**src/hw/rtl/dmx_pkg.sv**
```systemverilog
// Shared types, constants and helpers for the mono downmix block.
package dmx_pkg;

  localparam int NUM_CH    = 8;
  localparam int SAMPLE_W  = 32;
  localparam int SUM_W     = 36;
  localparam int MAG_W     = 35;
  localparam int CNT_W     = 4;
  localparam int CH_IDX_W  = 3;
  localparam int FMT_W     = 2;
  localparam int CARRY_W   = 4;
  localparam int CFG_IDX_W = 4;
  localparam int CFG_DAT_W = 4;
  localparam int DIV_STEPS = MAG_W;
  localparam int STEP_W    = 6;

  localparam logic [CFG_IDX_W-1:0] REG_CHANNEL_COUNT = 4'd0;
  localparam logic [CFG_IDX_W-1:0] REG_SAMPLE_FORMAT = 4'd1;

  localparam logic [CNT_W-1:0] CH_COUNT_RESET = 4'd2;
  localparam logic [CNT_W-1:0] CH_COUNT_MAX   = 4'd8;

  typedef enum logic [FMT_W-1:0] {
    FMT_INT8  = 2'd0,
    FMT_INT16 = 2'd1,
    FMT_INT24 = 2'd2,
    FMT_INT32 = 2'd3
  } fmt_t;

  typedef enum logic [1:0] {
    ST_IDLE,
    ST_ACCUM,
    ST_DIVIDE,
    ST_FINISH
  } state_t;

  // Request into the serial divider
  typedef struct packed {
    logic                 start;
    logic [MAG_W-1:0]     dividend;
    logic [CNT_W-1:0]     divisor;
  } div_req_t;

  // Result from the serial divider
  typedef struct packed {
    logic                 done;
    logic [MAG_W-1:0]     quo;
    logic [CNT_W-1:0]     rem;
  } div_rsp_t;

  // Upper clamp limit for a sample format
  function automatic logic signed [SUM_W-1:0] fmt_hi(input fmt_t f);
    logic signed [SUM_W-1:0] v;
    unique case (f)
      FMT_INT8:  v = 36'sd127;
      FMT_INT16: v = 36'sd32767;
      FMT_INT24: v = 36'sd8388607;
      default:   v = 36'sd2147483647;
    endcase
    return v;
  endfunction

  // Lower clamp limit for a sample format
  function automatic logic signed [SUM_W-1:0] fmt_lo(input fmt_t f);
    logic signed [SUM_W-1:0] v;
    unique case (f)
      FMT_INT8:  v = -36'sd128;
      FMT_INT16: v = -36'sd32768;
      FMT_INT24: v = -36'sd8388608;
      default:   v = -36'sd2147483648;
    endcase
    return v;
  endfunction

endpackage

```
**src/hw/rtl/dmx_divider.sv**
```systemverilog
// Restoring bit-serial divider: one quotient bit per cycle.
module dmx_divider
  import dmx_pkg::*;
(
  input  logic     clk,
  input  logic     rst,
  input  div_req_t req,
  output div_rsp_t rsp
);

  logic                busy;
  logic                done;
  logic [STEP_W-1:0]   step;
  logic [MAG_W-1:0]    quo;
  logic [CNT_W-1:0]    rem;
  logic [CNT_W:0]      trial;
  logic                fits;
  logic [CNT_W:0]      diff;

  // trial remainder with next dividend bit shifted in
  always_comb begin
    trial = {rem, quo[MAG_W-1]};
    fits  = (trial >= {1'b0, req.divisor});
    diff  = trial - {1'b0, req.divisor};
  end

  // control
  always_ff @(posedge clk) begin
    if (rst) begin
      busy <= 1'b0;
      done <= 1'b0;
      step <= '0;
    end else begin
      done <= 1'b0;
      if (req.start) begin
        busy <= 1'b1;
        step <= '0;
      end else if (busy) begin
        step <= step + 1'b1;
        if (step == STEP_W'(DIV_STEPS - 1)) begin
          busy <= 1'b0;
          done <= 1'b1;
        end
      end
    end
  end

  // datapath
  always_ff @(posedge clk) begin
    if (req.start) begin
      quo <= req.dividend;
      rem <= '0;
    end else if (busy) begin
      quo <= {quo[MAG_W-2:0], fits};
      rem <= fits ? diff[CNT_W-1:0] : trial[CNT_W-1:0];
    end
  end

  assign rsp.done = done;
  assign rsp.quo  = quo;
  assign rsp.rem  = rem;

endmodule

```
**src/hw/rtl/pcm_downmix_to_mono_core.sv**
```systemverilog
// Top level of the multichannel-to-mono downmix block.
//
// Input stream s_axis: one beat is one frame of eight 32-bit signed samples.
// The first channel_count of them are summed with the carry kept from the
// previous frame, divided by the count (truncating toward zero), and
// quotient plus remainder, clamped to the sample format, leaves on m_axis.
// Config channel cfg_*: index 0 channel_count, index 1 sample_format;
// write only while the block is idle. cfg_ready is always high.
// Timing: one channel is added per cycle through a single adder, then a
// serial divider produces one quotient bit per cycle.
// The effective channel count treats zero as one and above eight as
// eight. s_axis_tready is low from the input beat until output valid, so
// a new frame is taken only once the last result is in the output register.
// The result sits in an output register; the next frame is accepted while
// it waits. If the receiver stalls, the next result waits in the finish
// step until the output register is free.
// Reset: channel_count 2, sample_format int16, carry zero, no beat pending.
module pcm_downmix_to_mono_core
  import dmx_pkg::*;
(
  input  logic                          clk,
  input  logic                          rst,
  // sample_ch0 in [31:0] up to sample_ch7 in [255:224]
  input  logic [NUM_CH*SAMPLE_W-1:0]    s_axis_tdata,
  input  logic                          s_axis_tvalid,
  output logic                          s_axis_tready,
  // mono_sample in [31:0]
  output logic [SAMPLE_W-1:0]           m_axis_tdata,
  output logic                          m_axis_tvalid,
  input  logic                          m_axis_tready,
  input  logic                          cfg_valid,
  output logic                          cfg_ready,
  input  logic [CFG_IDX_W-1:0]          cfg_index,
  input  logic [CFG_DAT_W-1:0]          cfg_data
);

  state_t                      state;
  state_t                      state_next;
  logic [CNT_W-1:0]            channel_count;
  fmt_t                        sample_format;
  logic signed [CARRY_W-1:0]   carry;
  logic [SAMPLE_W-1:0]         samples [NUM_CH];
  logic [CNT_W-1:0]            nch;
  logic [CNT_W-1:0]            nch_eff;
  logic [CH_IDX_W-1:0]         ch_idx;
  logic signed [SUM_W-1:0]     acc;
  logic signed [SUM_W-1:0]     acc_next;
  logic                        neg;
  logic [SUM_W-1:0]            mag;
  logic                        last_ch;
  logic                        s_accept;
  logic                        out_free;
  logic                        load_out;
  div_req_t                    div_req;
  div_rsp_t                    div_rsp;
  logic signed [SUM_W-1:0]     q_s;
  logic signed [SUM_W-1:0]     r_s;
  logic signed [SUM_W-1:0]     total;
  logic signed [SUM_W-1:0]     clamped;
  logic signed [CARRY_W-1:0]   carry_next;

  assign cfg_ready = 1'b1;
  assign s_accept  = s_axis_tvalid && s_axis_tready;
  assign out_free  = !m_axis_tvalid || m_axis_tready;

  // configuration registers
  always_ff @(posedge clk) begin
    if (rst) begin
      channel_count <= CH_COUNT_RESET;
      sample_format <= FMT_INT16;
    end else if (cfg_valid) begin
      if (cfg_index == REG_CHANNEL_COUNT) begin
        channel_count <= cfg_data;
      end else if (cfg_index == REG_SAMPLE_FORMAT) begin
        sample_format <= fmt_t'(cfg_data[FMT_W-1:0]);
      end
    end
  end

  // effective channel count: zero acts as one, above max acts as max
  always_comb begin
    priority if (channel_count == '0) begin
      nch_eff = CNT_W'(1);
    end else if (channel_count > CH_COUNT_MAX) begin
      nch_eff = CH_COUNT_MAX;
    end else begin
      nch_eff = channel_count;
    end
  end

  // next state
  always_comb begin
    state_next = state;
    unique case (state)
      ST_IDLE:   if (s_axis_tvalid) state_next = ST_ACCUM;
      ST_ACCUM:  if (last_ch) state_next = ST_DIVIDE;
      ST_DIVIDE: if (div_rsp.done) state_next = ST_FINISH;
      ST_FINISH: if (out_free) state_next = ST_IDLE;
      default:   state_next = ST_IDLE;
    endcase
  end

  // sequencer outputs
  always_comb begin
    s_axis_tready = 1'b0;
    load_out      = 1'b0;
    unique case (state)
      ST_IDLE:   s_axis_tready = 1'b1;
      ST_FINISH: load_out = out_free;
      default: ;
    endcase
  end

  always_ff @(posedge clk) begin
    if (rst) begin
      state <= ST_IDLE;
    end else begin
      state <= state_next;
    end
  end

  // input frame capture
  always_ff @(posedge clk) begin
    if (s_accept) begin
      for (int i = 0; i < NUM_CH; i++) begin
        samples[i] <= s_axis_tdata[i*SAMPLE_W +: SAMPLE_W];
      end
      nch <= nch_eff;
    end
  end

  // accumulate one channel per cycle
  assign last_ch  = ({1'b0, ch_idx} == nch - 1'b1);
  assign acc_next = acc + {{(SUM_W-SAMPLE_W){samples[ch_idx][SAMPLE_W-1]}}, samples[ch_idx]};

  always_ff @(posedge clk) begin
    if (rst) begin
      ch_idx <= '0;
    end else if (s_accept) begin
      ch_idx <= '0;
    end else if (state == ST_ACCUM) begin
      ch_idx <= ch_idx + 1'b1;
    end
  end

  always_ff @(posedge clk) begin
    if (s_accept) begin
      acc <= {{(SUM_W-CARRY_W){carry[CARRY_W-1]}}, carry};
    end else if (state == ST_ACCUM) begin
      acc <= acc_next;
    end
  end

  // magnitude of the finished sum goes to the divider
  assign neg = acc_next[SUM_W-1];
  assign mag = neg ? (~acc_next + 1'b1) : acc_next;

  assign div_req.start    = (state == ST_ACCUM) && last_ch;
  assign div_req.dividend = mag[MAG_W-1:0];
  assign div_req.divisor  = nch;

  logic sign_q;
  always_ff @(posedge clk) begin
    if (div_req.start) begin
      sign_q <= neg;
    end
  end

  dmx_divider u_div (
    .clk (clk),
    .rst (rst),
    .req (div_req),
    .rsp (div_rsp)
  );

  // signed quotient and remainder, sum and clamp
  always_comb begin
    q_s = sign_q ? -$signed({1'b0, div_rsp.quo}) : $signed({1'b0, div_rsp.quo});
    r_s = sign_q ? -$signed({{(SUM_W-CNT_W){1'b0}}, div_rsp.rem})
                 : $signed({{(SUM_W-CNT_W){1'b0}}, div_rsp.rem});
    total = q_s + r_s;
    priority if (total > fmt_hi(sample_format)) begin
      clamped = fmt_hi(sample_format);
    end else if (total < fmt_lo(sample_format)) begin
      clamped = fmt_lo(sample_format);
    end else begin
      clamped = total;
    end
    carry_next = -r_s[CARRY_W-1:0];
  end

  // carry and output register
  always_ff @(posedge clk) begin
    if (rst) begin
      carry         <= '0;
      m_axis_tvalid <= 1'b0;
    end else begin
      if (load_out) begin
        carry         <= carry_next;
        m_axis_tvalid <= 1'b1;
      end else if (m_axis_tready) begin
        m_axis_tvalid <= 1'b0;
      end
    end
  end

  always_ff @(posedge clk) begin
    if (load_out) begin
      m_axis_tdata <= clamped[SAMPLE_W-1:0];
    end
  end

  // checks
  a_busy_after_accept: assert property (@(posedge clk) disable iff (rst)
    s_accept |=> !s_axis_tready)
    else $error("input accepted while a frame is in progress");

  a_carry_range: assert property (@(posedge clk) disable iff (rst)
    carry != 4'sb1000)
    else $error("carry outside -7..7");

  a_div_done_state: assert property (@(posedge clk) disable iff (rst)
    div_rsp.done |-> state == ST_DIVIDE)
    else $error("divider finished outside the divide step");

  a_result_shown: assert property (@(posedge clk) disable iff (rst)
    load_out |=> m_axis_tvalid && state == ST_IDLE)
    else $error("finished result not presented");

endmodule
```
**config.mk**
```make
export PLATFORM = sky130hd
export DESIGN_NAME = pcm_downmix_to_mono_core
export DESIGN_NICKNAME = d
export VERILOG_FILES = /design/src/hw/rtl/dmx_pkg.sv /design/src/hw/rtl/dmx_divider.sv /design/src/hw/rtl/pcm_downmix_to_mono_core.sv
export SDC_FILE = /design/constraint.sdc
export NUM_CORES = 1
export LEC_CHECK = 0
export ABC_AREA = 1
export CAP_MARGIN = 20
export CORE_UTILIZATION = 50
export DETAILED_ROUTE_END_ITERATION = 10
export DONT_BUFFER_PORTS = 1
export PLACE_DENSITY_LB_ADDON = 0.3
export SLEW_MARGIN = 10
export SYNTH_ARGS = -nofsm -noshare
export SYNTH_HDL_FRONTEND = slang
export SYNTH_HIERARCHICAL = 1
export SYNTH_SLANG_ARGS = --single-unit
```
**constraint.sdc**
```tcl
create_clock -name clk -period 23.8 [get_ports clk]
set_input_delay 2.38 -clock clk [delete_from_list [all_inputs] [get_ports clk]]
set_output_delay 2.38 -clock clk [all_outputs]
set_load 0.05 [all_outputs]
```
# == Yosys cells after proc, flatten, opt, wreduce, memory -nomap -nowiden ==
# Memories as Yosys holds them, arrays and structs flattened. A register that Yosys moved wholly into a read port is not among the register bits.
# Index checks and enable logic that the tools add are counted.
# totals
reg_bits,136
mem_bits_rw,256
in_bits,269
output_inout_bits,35
wordCells,95
mem_count,1
# memory_table
memory,depth,width,read_ports,rd_ports_with_merged_regs,wr,line,text
samples,8,32,1,1,8,pcm_downmix_to_mono_core.sv:42,logic [SAMPLE_W-1:0] samples [NUM_CH];
# classes
n_addsub,10
order_cmp,4
n_eq_ne,12
mux,31
n_bitwise,3
n_reduce_logical,18
# ops
op,n
31-bit one-hot mux with 3 select lines,2
36-bit two-way mux,5
35-bit two-way mux,3
36-bit adder,2
32-bit two-way mux,2
36-bit by 32-bit > comparator with 1-bit output,1
36-bit < comparator,1
35-bit negation with 36-bit output,1
4-bit negation with 36-bit output,1
"35-bit by 1-bit adder with 35-bit output, second input constant",1
35-bit NOT,1
1-bit two-way mux,10
4-bit zero test,2
2-bit two-way mux,4
4-bit two-way mux,2
2-bit one-hot mux with 4 select lines,1
"6-bit by 1-bit adder with 6-bit output, second input constant",1
"2-bit equality test, second input constant",3
"6-bit equality test, second input constant",1
3-bit two-way mux,2
"2-bit inequality test, second input constant",3
2-bit nonzero test,3
2-bit OR reduction,3
5-bit by 4-bit >= comparator with 1-bit output,1
other kinds (18),22

# == Longest topological paths before layout ==
# logic_depth
depth_word,8
depth_mapped,38
mapped_depth_nobuf,37

# == By module ==
# The synthesis kept the hierarchy.
# modules_own_cells
mod,n_inst,cells_per_inst,area_per_inst_um2,seq_area_each_um2
pcm_downmix_to_mono_core,1,2531,21439.3,10259.8
dmx_divider,1,244,2179.6,1291.2

# == Worst setup path before layout ==
# No wires, ideal clock.
# synth_timing
path_type,in2reg
startpoint,input s_axis_tvalid
endpoint,register acc[29] (data pin)
t_arrival_ns,10.609
path_slack_ns,12.608
cell_stages,5
n_path_buf,2
path_cell_list,nand2_1 -> inv_1 -> clkbuf_1 -> clkbuf_1 -> o21ai_0
# synth_via
elab_chain_cells,2
# synth_rtl
element,line,text
"start, declared",pcm_downmix_to_mono_core.sv:25,"input logic s_axis_tvalid,"
1-bit logical AND,pcm_downmix_to_mono_core.sv:63,assign s_accept = s_axis_tvalid && s_axis_tready;
named net s_accept,pcm_downmix_to_mono_core.sv:51,logic s_accept;
36-bit two-way mux,pcm_downmix_to_mono_core.sv:147,if (s_accept) begin
"end signal, assigned",pcm_downmix_to_mono_core.sv:148,"acc <= {{(SUM_W-CARRY_W){carry[CARRY_W-1]}}, carry};"
"end signal, assigned",pcm_downmix_to_mono_core.sv:150,acc <= acc_next;
"end, declared",pcm_downmix_to_mono_core.sv:46,logic signed [SUM_W-1:0] acc;
# The timed path passes the listed nets, and every way through them passes these cells.
# A chain may end at the register's enable or synchronous reset.

# == Worst setup path in the final report ==
# layout_timing
startpoint,register sign_q
endpoint,register m_axis_tdata[29] (data pin)
# layout_via
elab_chain_cells,5
elab_cells_between_ends,7
classes_between,add/sub: 1; order compare: 2; mux: 4
# layout_rtl
element,line,text
"start, declared",pcm_downmix_to_mono_core.sv:162,logic sign_q;
"start signal, assigned",pcm_downmix_to_mono_core.sv:165,sign_q <= neg;
36-bit two-way mux (on tied branches),"pcm_downmix_to_mono_core.sv:178, pcm_downmix_to_mono_core.sv:179",
36-bit adder *,pcm_downmix_to_mono_core.sv:181,total = q_s + r_s;
36-bit < comparator,pcm_downmix_to_mono_core.sv:184,end else if (total < fmt_lo(sample_format)) begin
32-bit two-way mux,pcm_downmix_to_mono_core.sv:184,
32-bit two-way mux *,pcm_downmix_to_mono_core.sv:182,priority if (total > fmt_hi(sample_format)) begin
named net clamped[29],pcm_downmix_to_mono_core.sv:59,logic signed [SUM_W-1:0] clamped;
"end signal, assigned",pcm_downmix_to_mono_core.sv:209,m_axis_tdata <= clamped[SAMPLE_W-1:0];
"end, declared",pcm_downmix_to_mono_core.sv:28,"output logic [SAMPLE_W-1:0] m_axis_tdata,"
# The timed path passes the listed nets; every way through them passes the cells marked *.

==> summary.md <==
The cell area after placement came out at 24,140 um^2. The floorplan has 79 rows. The tools report the area of the core as 46,560 um^2.

Yosys mapped the design onto 56 distinct sky130hd cell types. The final critical path takes up 25.72% of the cycle. The commonest cells after synthesis are 661 x nand2_1, 417 x nor2_1, 364 x edfxtp_1. In this run the critical register-to-register path is captured at m_axis_tdata[29]$_DFFE_PP_. The run finished with clean final reports. The critical path's largest stage delay is 900 ps, and the number of max-slew violations in the final report is 0. After synthesis the cells add up to 23,620 um^2. The deepest clock path buffer count is 3.

When the netlist entered floorplanning its net count stood at 3,180. After the first detailed-routing iteration, the DRC count stood at 1,206. Setup violations remaining at the end of the flow were counted as 0.

In the synthesized netlist, the number of instances is 2,775. At the worst endpoint, the arrival time is 6430 ps. The logs give 6 for the synthesis warning total and 4,167 for the filler cell count in the final layout. After synthesis the netlist holds a flip-flop and latch count of 395. The number of endpoints with negative hold slack in the final report is 0, and the area growth from synthesis to final layout is 8.047%.

At the pin with the least slew margin, the transition time is 1071 ps. From left edge to right edge, the die measures 219.3 um. The post-detailed-route via-to-cell ratio was 5.459; the placed cell count was 3,315.

The die covers 48,110 um^2. The largest individual stage delay along the critical path comes from the cell edfxtp_1. Max-cap violations in this run came to 0. TritonCTS built the clock tree. The number of buffers added by the clock tree synthesis step is 41.

The count of non-filler cells in the finished layout is 3,401. For the clock skew after layout, the log shows 37.81 ps. The kind of critical path was flip-flop to flip-flop. Counting cells, the worst reg-to-reg path comes to 29. The number of setup buffers added after CTS is 0. In this run, post-CTS hold repair placed 0 buffers. The global routing usage summed across all routing layers was 25.21%; the final period demand of the worst path was 6120 ps.

Clock-pin slew was measured on the worst setup and hold paths at 60 ps. The class of the worst hold path is flip-flop to flip-flop. Along the worst hold path, the cell count comes to 2.

The post-CTS resize count came out at 0. STA classifies the critical path endpoint as a flip-flop. First-pass GRT wire length: 94,840 um.

The first detailed-routing pass took 7 iterations. The launch point of the worst reg-to-reg path was sign_q$_DFFE_PP_. The total overflow left after global routing is 0. Setup repair after global routing left no endpoint under its margin.

The tools report the number of global-route vias before repair as 18,170. For the max-slew headroom at the worst pin, the log shows 28.40%. Setup slack on the worst reg-to-reg path comes out at 17,680 ps. The number of antenna violations at the first check in global routing is 10, and the total design power is 4.187 mW. The worst-case IR drop observed on VDD is 123.7 uV.

The root buffer cell was clkbuf_16. The worst setup path is launched from a flip-flop. Of all cell types, the one taking the most synthesized area is edfxtp_1.

The tools report the end of the worst hold path as u_div/rem[3]$_SDFFE_PP0P_. For the final net count, the log shows 3,156. In the synthesized netlist the dominant register cell turns out to be edfxtp_1. By area the synthesized netlist is led by edfxtp_1 46%, nand2_1 11%, ha_1 7.0%.

The final standard cell utilization of the core is 54.81%, and the largest net degree at the start of global routing is 140. Along the worst path, the maximum fanout reaches 31. The initial core utilization was 50.73%; the boundary pin count was 304. The proportion of register bits with asynchronous set or reset after synthesis was 0%; the last weighted congestion value of the routability-driven placer was 0.9445. Averaged over all synthesized cells, the footprint is 8.511 um^2. In the final timing run, aggregate negative setup slack is 0 ps. From bottom edge to top edge, the die measures 219.3 um.

The run gives 17,700 ps as the worst setup slack after placement. The logs give 395 for the TritonCTS sink count and 48.91% for the part of the Yosys area used for sequential elements. The run gives 600 ps as the clock latency at the later pin of the worst-skew pair. For the worst setup path, the data required time is 24,110 ps. The startpoint identified for the worst hold timing path is u_div/rem[3]$_SDFFE_PP0P_.

After routing the design area is 25,520 um^2. Area fraction of the dominant cell type after synthesis: 46.28%. The top achievable clock speed came out at 163.4 MHz. Of the cells placed in the final design, the portion with a size suffix greater than 1 is 5.645%.

The port buffer count works out to 0. The H-tree was split into 2 levels. Summed over all cells, the static leakage comes to 10.89 nW. For this design the ratio of total power to cell area is 164.1 nW/um^2. Hold is met by 481.6 ps.

The detailed-placement wirelength estimate came out at 46,150 um. In the final routed layout, each cell accounts on average for 17.75 um. The setup slack after layout is 17,680 ps. The post-route antenna net violation count was 0; the via count was 18,570. By instance count, the cell type seen most on the critical path is nand2_1.

Yosys mapped a number of flops with a built-in enable equal to 364. For the routed wire length, the log shows 60,380 um. In the post-synthesis netlist, the cell with the most instances is nand2_1.

For this run, design rule violations remaining after detail routing come to 0.
-- cell type report --
| type | count | area (um^2) | share of cell area (%) |
|---|---|---|---|
| repair buffers | 12 | 90.09 | 0.3530 |
| flip-flops and latches | 395 | 11560 | 45.28 |
| multi-input cells | 2022 | 10680 | 41.84 |
| diodes | 13 | 32.53 | 0.1275 |
| inverters | 279 | 1056 | 4.138 |
| well taps | 607 | 759.5 | 2.976 |
| clock inverters | 25 | 296.5 | 1.162 |
| clock buffers | 48 | 1052 | 4.123 |
-- kinds of logic (layout without fill, tap and decap cells) --
logic type / count (synthesis) / after routing / share of synthesized area, %
fa+ha+maj: 136 / 136 / 7.300
simple gates: 1323 / 1323 / 23.26
xor+xnor: 113 / 113 / 4.254
buf+inv: 358 / 364 / 5.901
compound gates: 449 / 449 / 10.36
other cells: 1 / 14 / 0.01588
flops: 395 / 395 / 48.91
-- worst max-delay path by stage --
stage,start,end,slack (ps),cells past startpoint
after floorplan,s_axis_tvalid,acc[29]$_DFFE_PP_,12610,5
after global placement,u_div/quo[0]$_DFFE_PP_,m_axis_tdata[1]$_SDFFCE_PN1P_,17900,31
after detailed placement,sign_q$_DFFE_PP_,m_axis_tdata[4]$_SDFFCE_PN1P_,17700,27
after CTS,sign_q$_DFFE_PP_,m_axis_tdata[4]$_SDFFCE_PN1P_,17650,27
after global routing,sign_q$_DFFE_PP_,m_axis_tdata[15]$_DFFE_PP_,17050,29
final,sign_q$_DFFE_PP_,m_axis_tdata[29]$_DFFE_PP_,17680,29
-- flip-flops by register name (all words and copies together), names as in the netlist, 2 cells and up, named ones only --
signal,count
u_div/rem,4
u_div/quo,35
nch,4
acc,36
m_axis_tdata,32
ch_idx,3
sample_format,2
samples,256
u_div/step,6
state,2
carry,4
channel_count,4
-- critical path, delay by kind of cell (launching register included) --
family | cells | cell delay, ps
AOI/OAI and AO/OA | 3 | 470
buffers and inverters | 1 | 330
adders and majority gates | 2 | 720
DFF | 1 | 900
xor gates and xnor gates | 1 | 350
and+or+nand+nor | 22 | 3050
-- where the power goes --
| group | leakage (nW) | internal (mW) | switching [mW] |
|---|---|---|---|
| logic | 6.55 | 0.757 | 1.66 |
| clock network | 0.651 | 0.366 | 0.276 |
| registers | 3.68 | 1.02 | 0.103 |
| total | 10.9 | 2.14 | 2.04 |
-- cell usage in the layout (no fill, tap or decap), drive strengths merged, types with 32 or more instances in the layout --
master | netlist | routed
nand3 | 111 | 111
nand2 | 693 | 693
o22ai | 32 | 32
a21oi | 114 | 114
nor2 | 432 | 432
clkbuf | 52 | 48
xnor2 | 32 | 32
o21ai | 224 | 224
nor3 | 34 | 34
xor2 | 81 | 81
nand4 | 32 | 32
ha | 133 | 133
inv | 276 | 278
a31oi | 43 | 43
edfxtp | 364 | 364
-- layer usage --
| layer | GRT usage [%] | wire, um | vias up |
|---|---|---|---|
| met2 | 45.94 | 30950 | 523 |
| li1 | - | - | 9276 |
| met5 | 0 | 27 | - |
| met1 | 29.44 | 24340 | 8658 |
| met3 | 4.075 | 3124 | 106 |
| met4 | 9.630 | 1937 | 4 |
No activity file was read; power rests on OpenSTA's default activity.
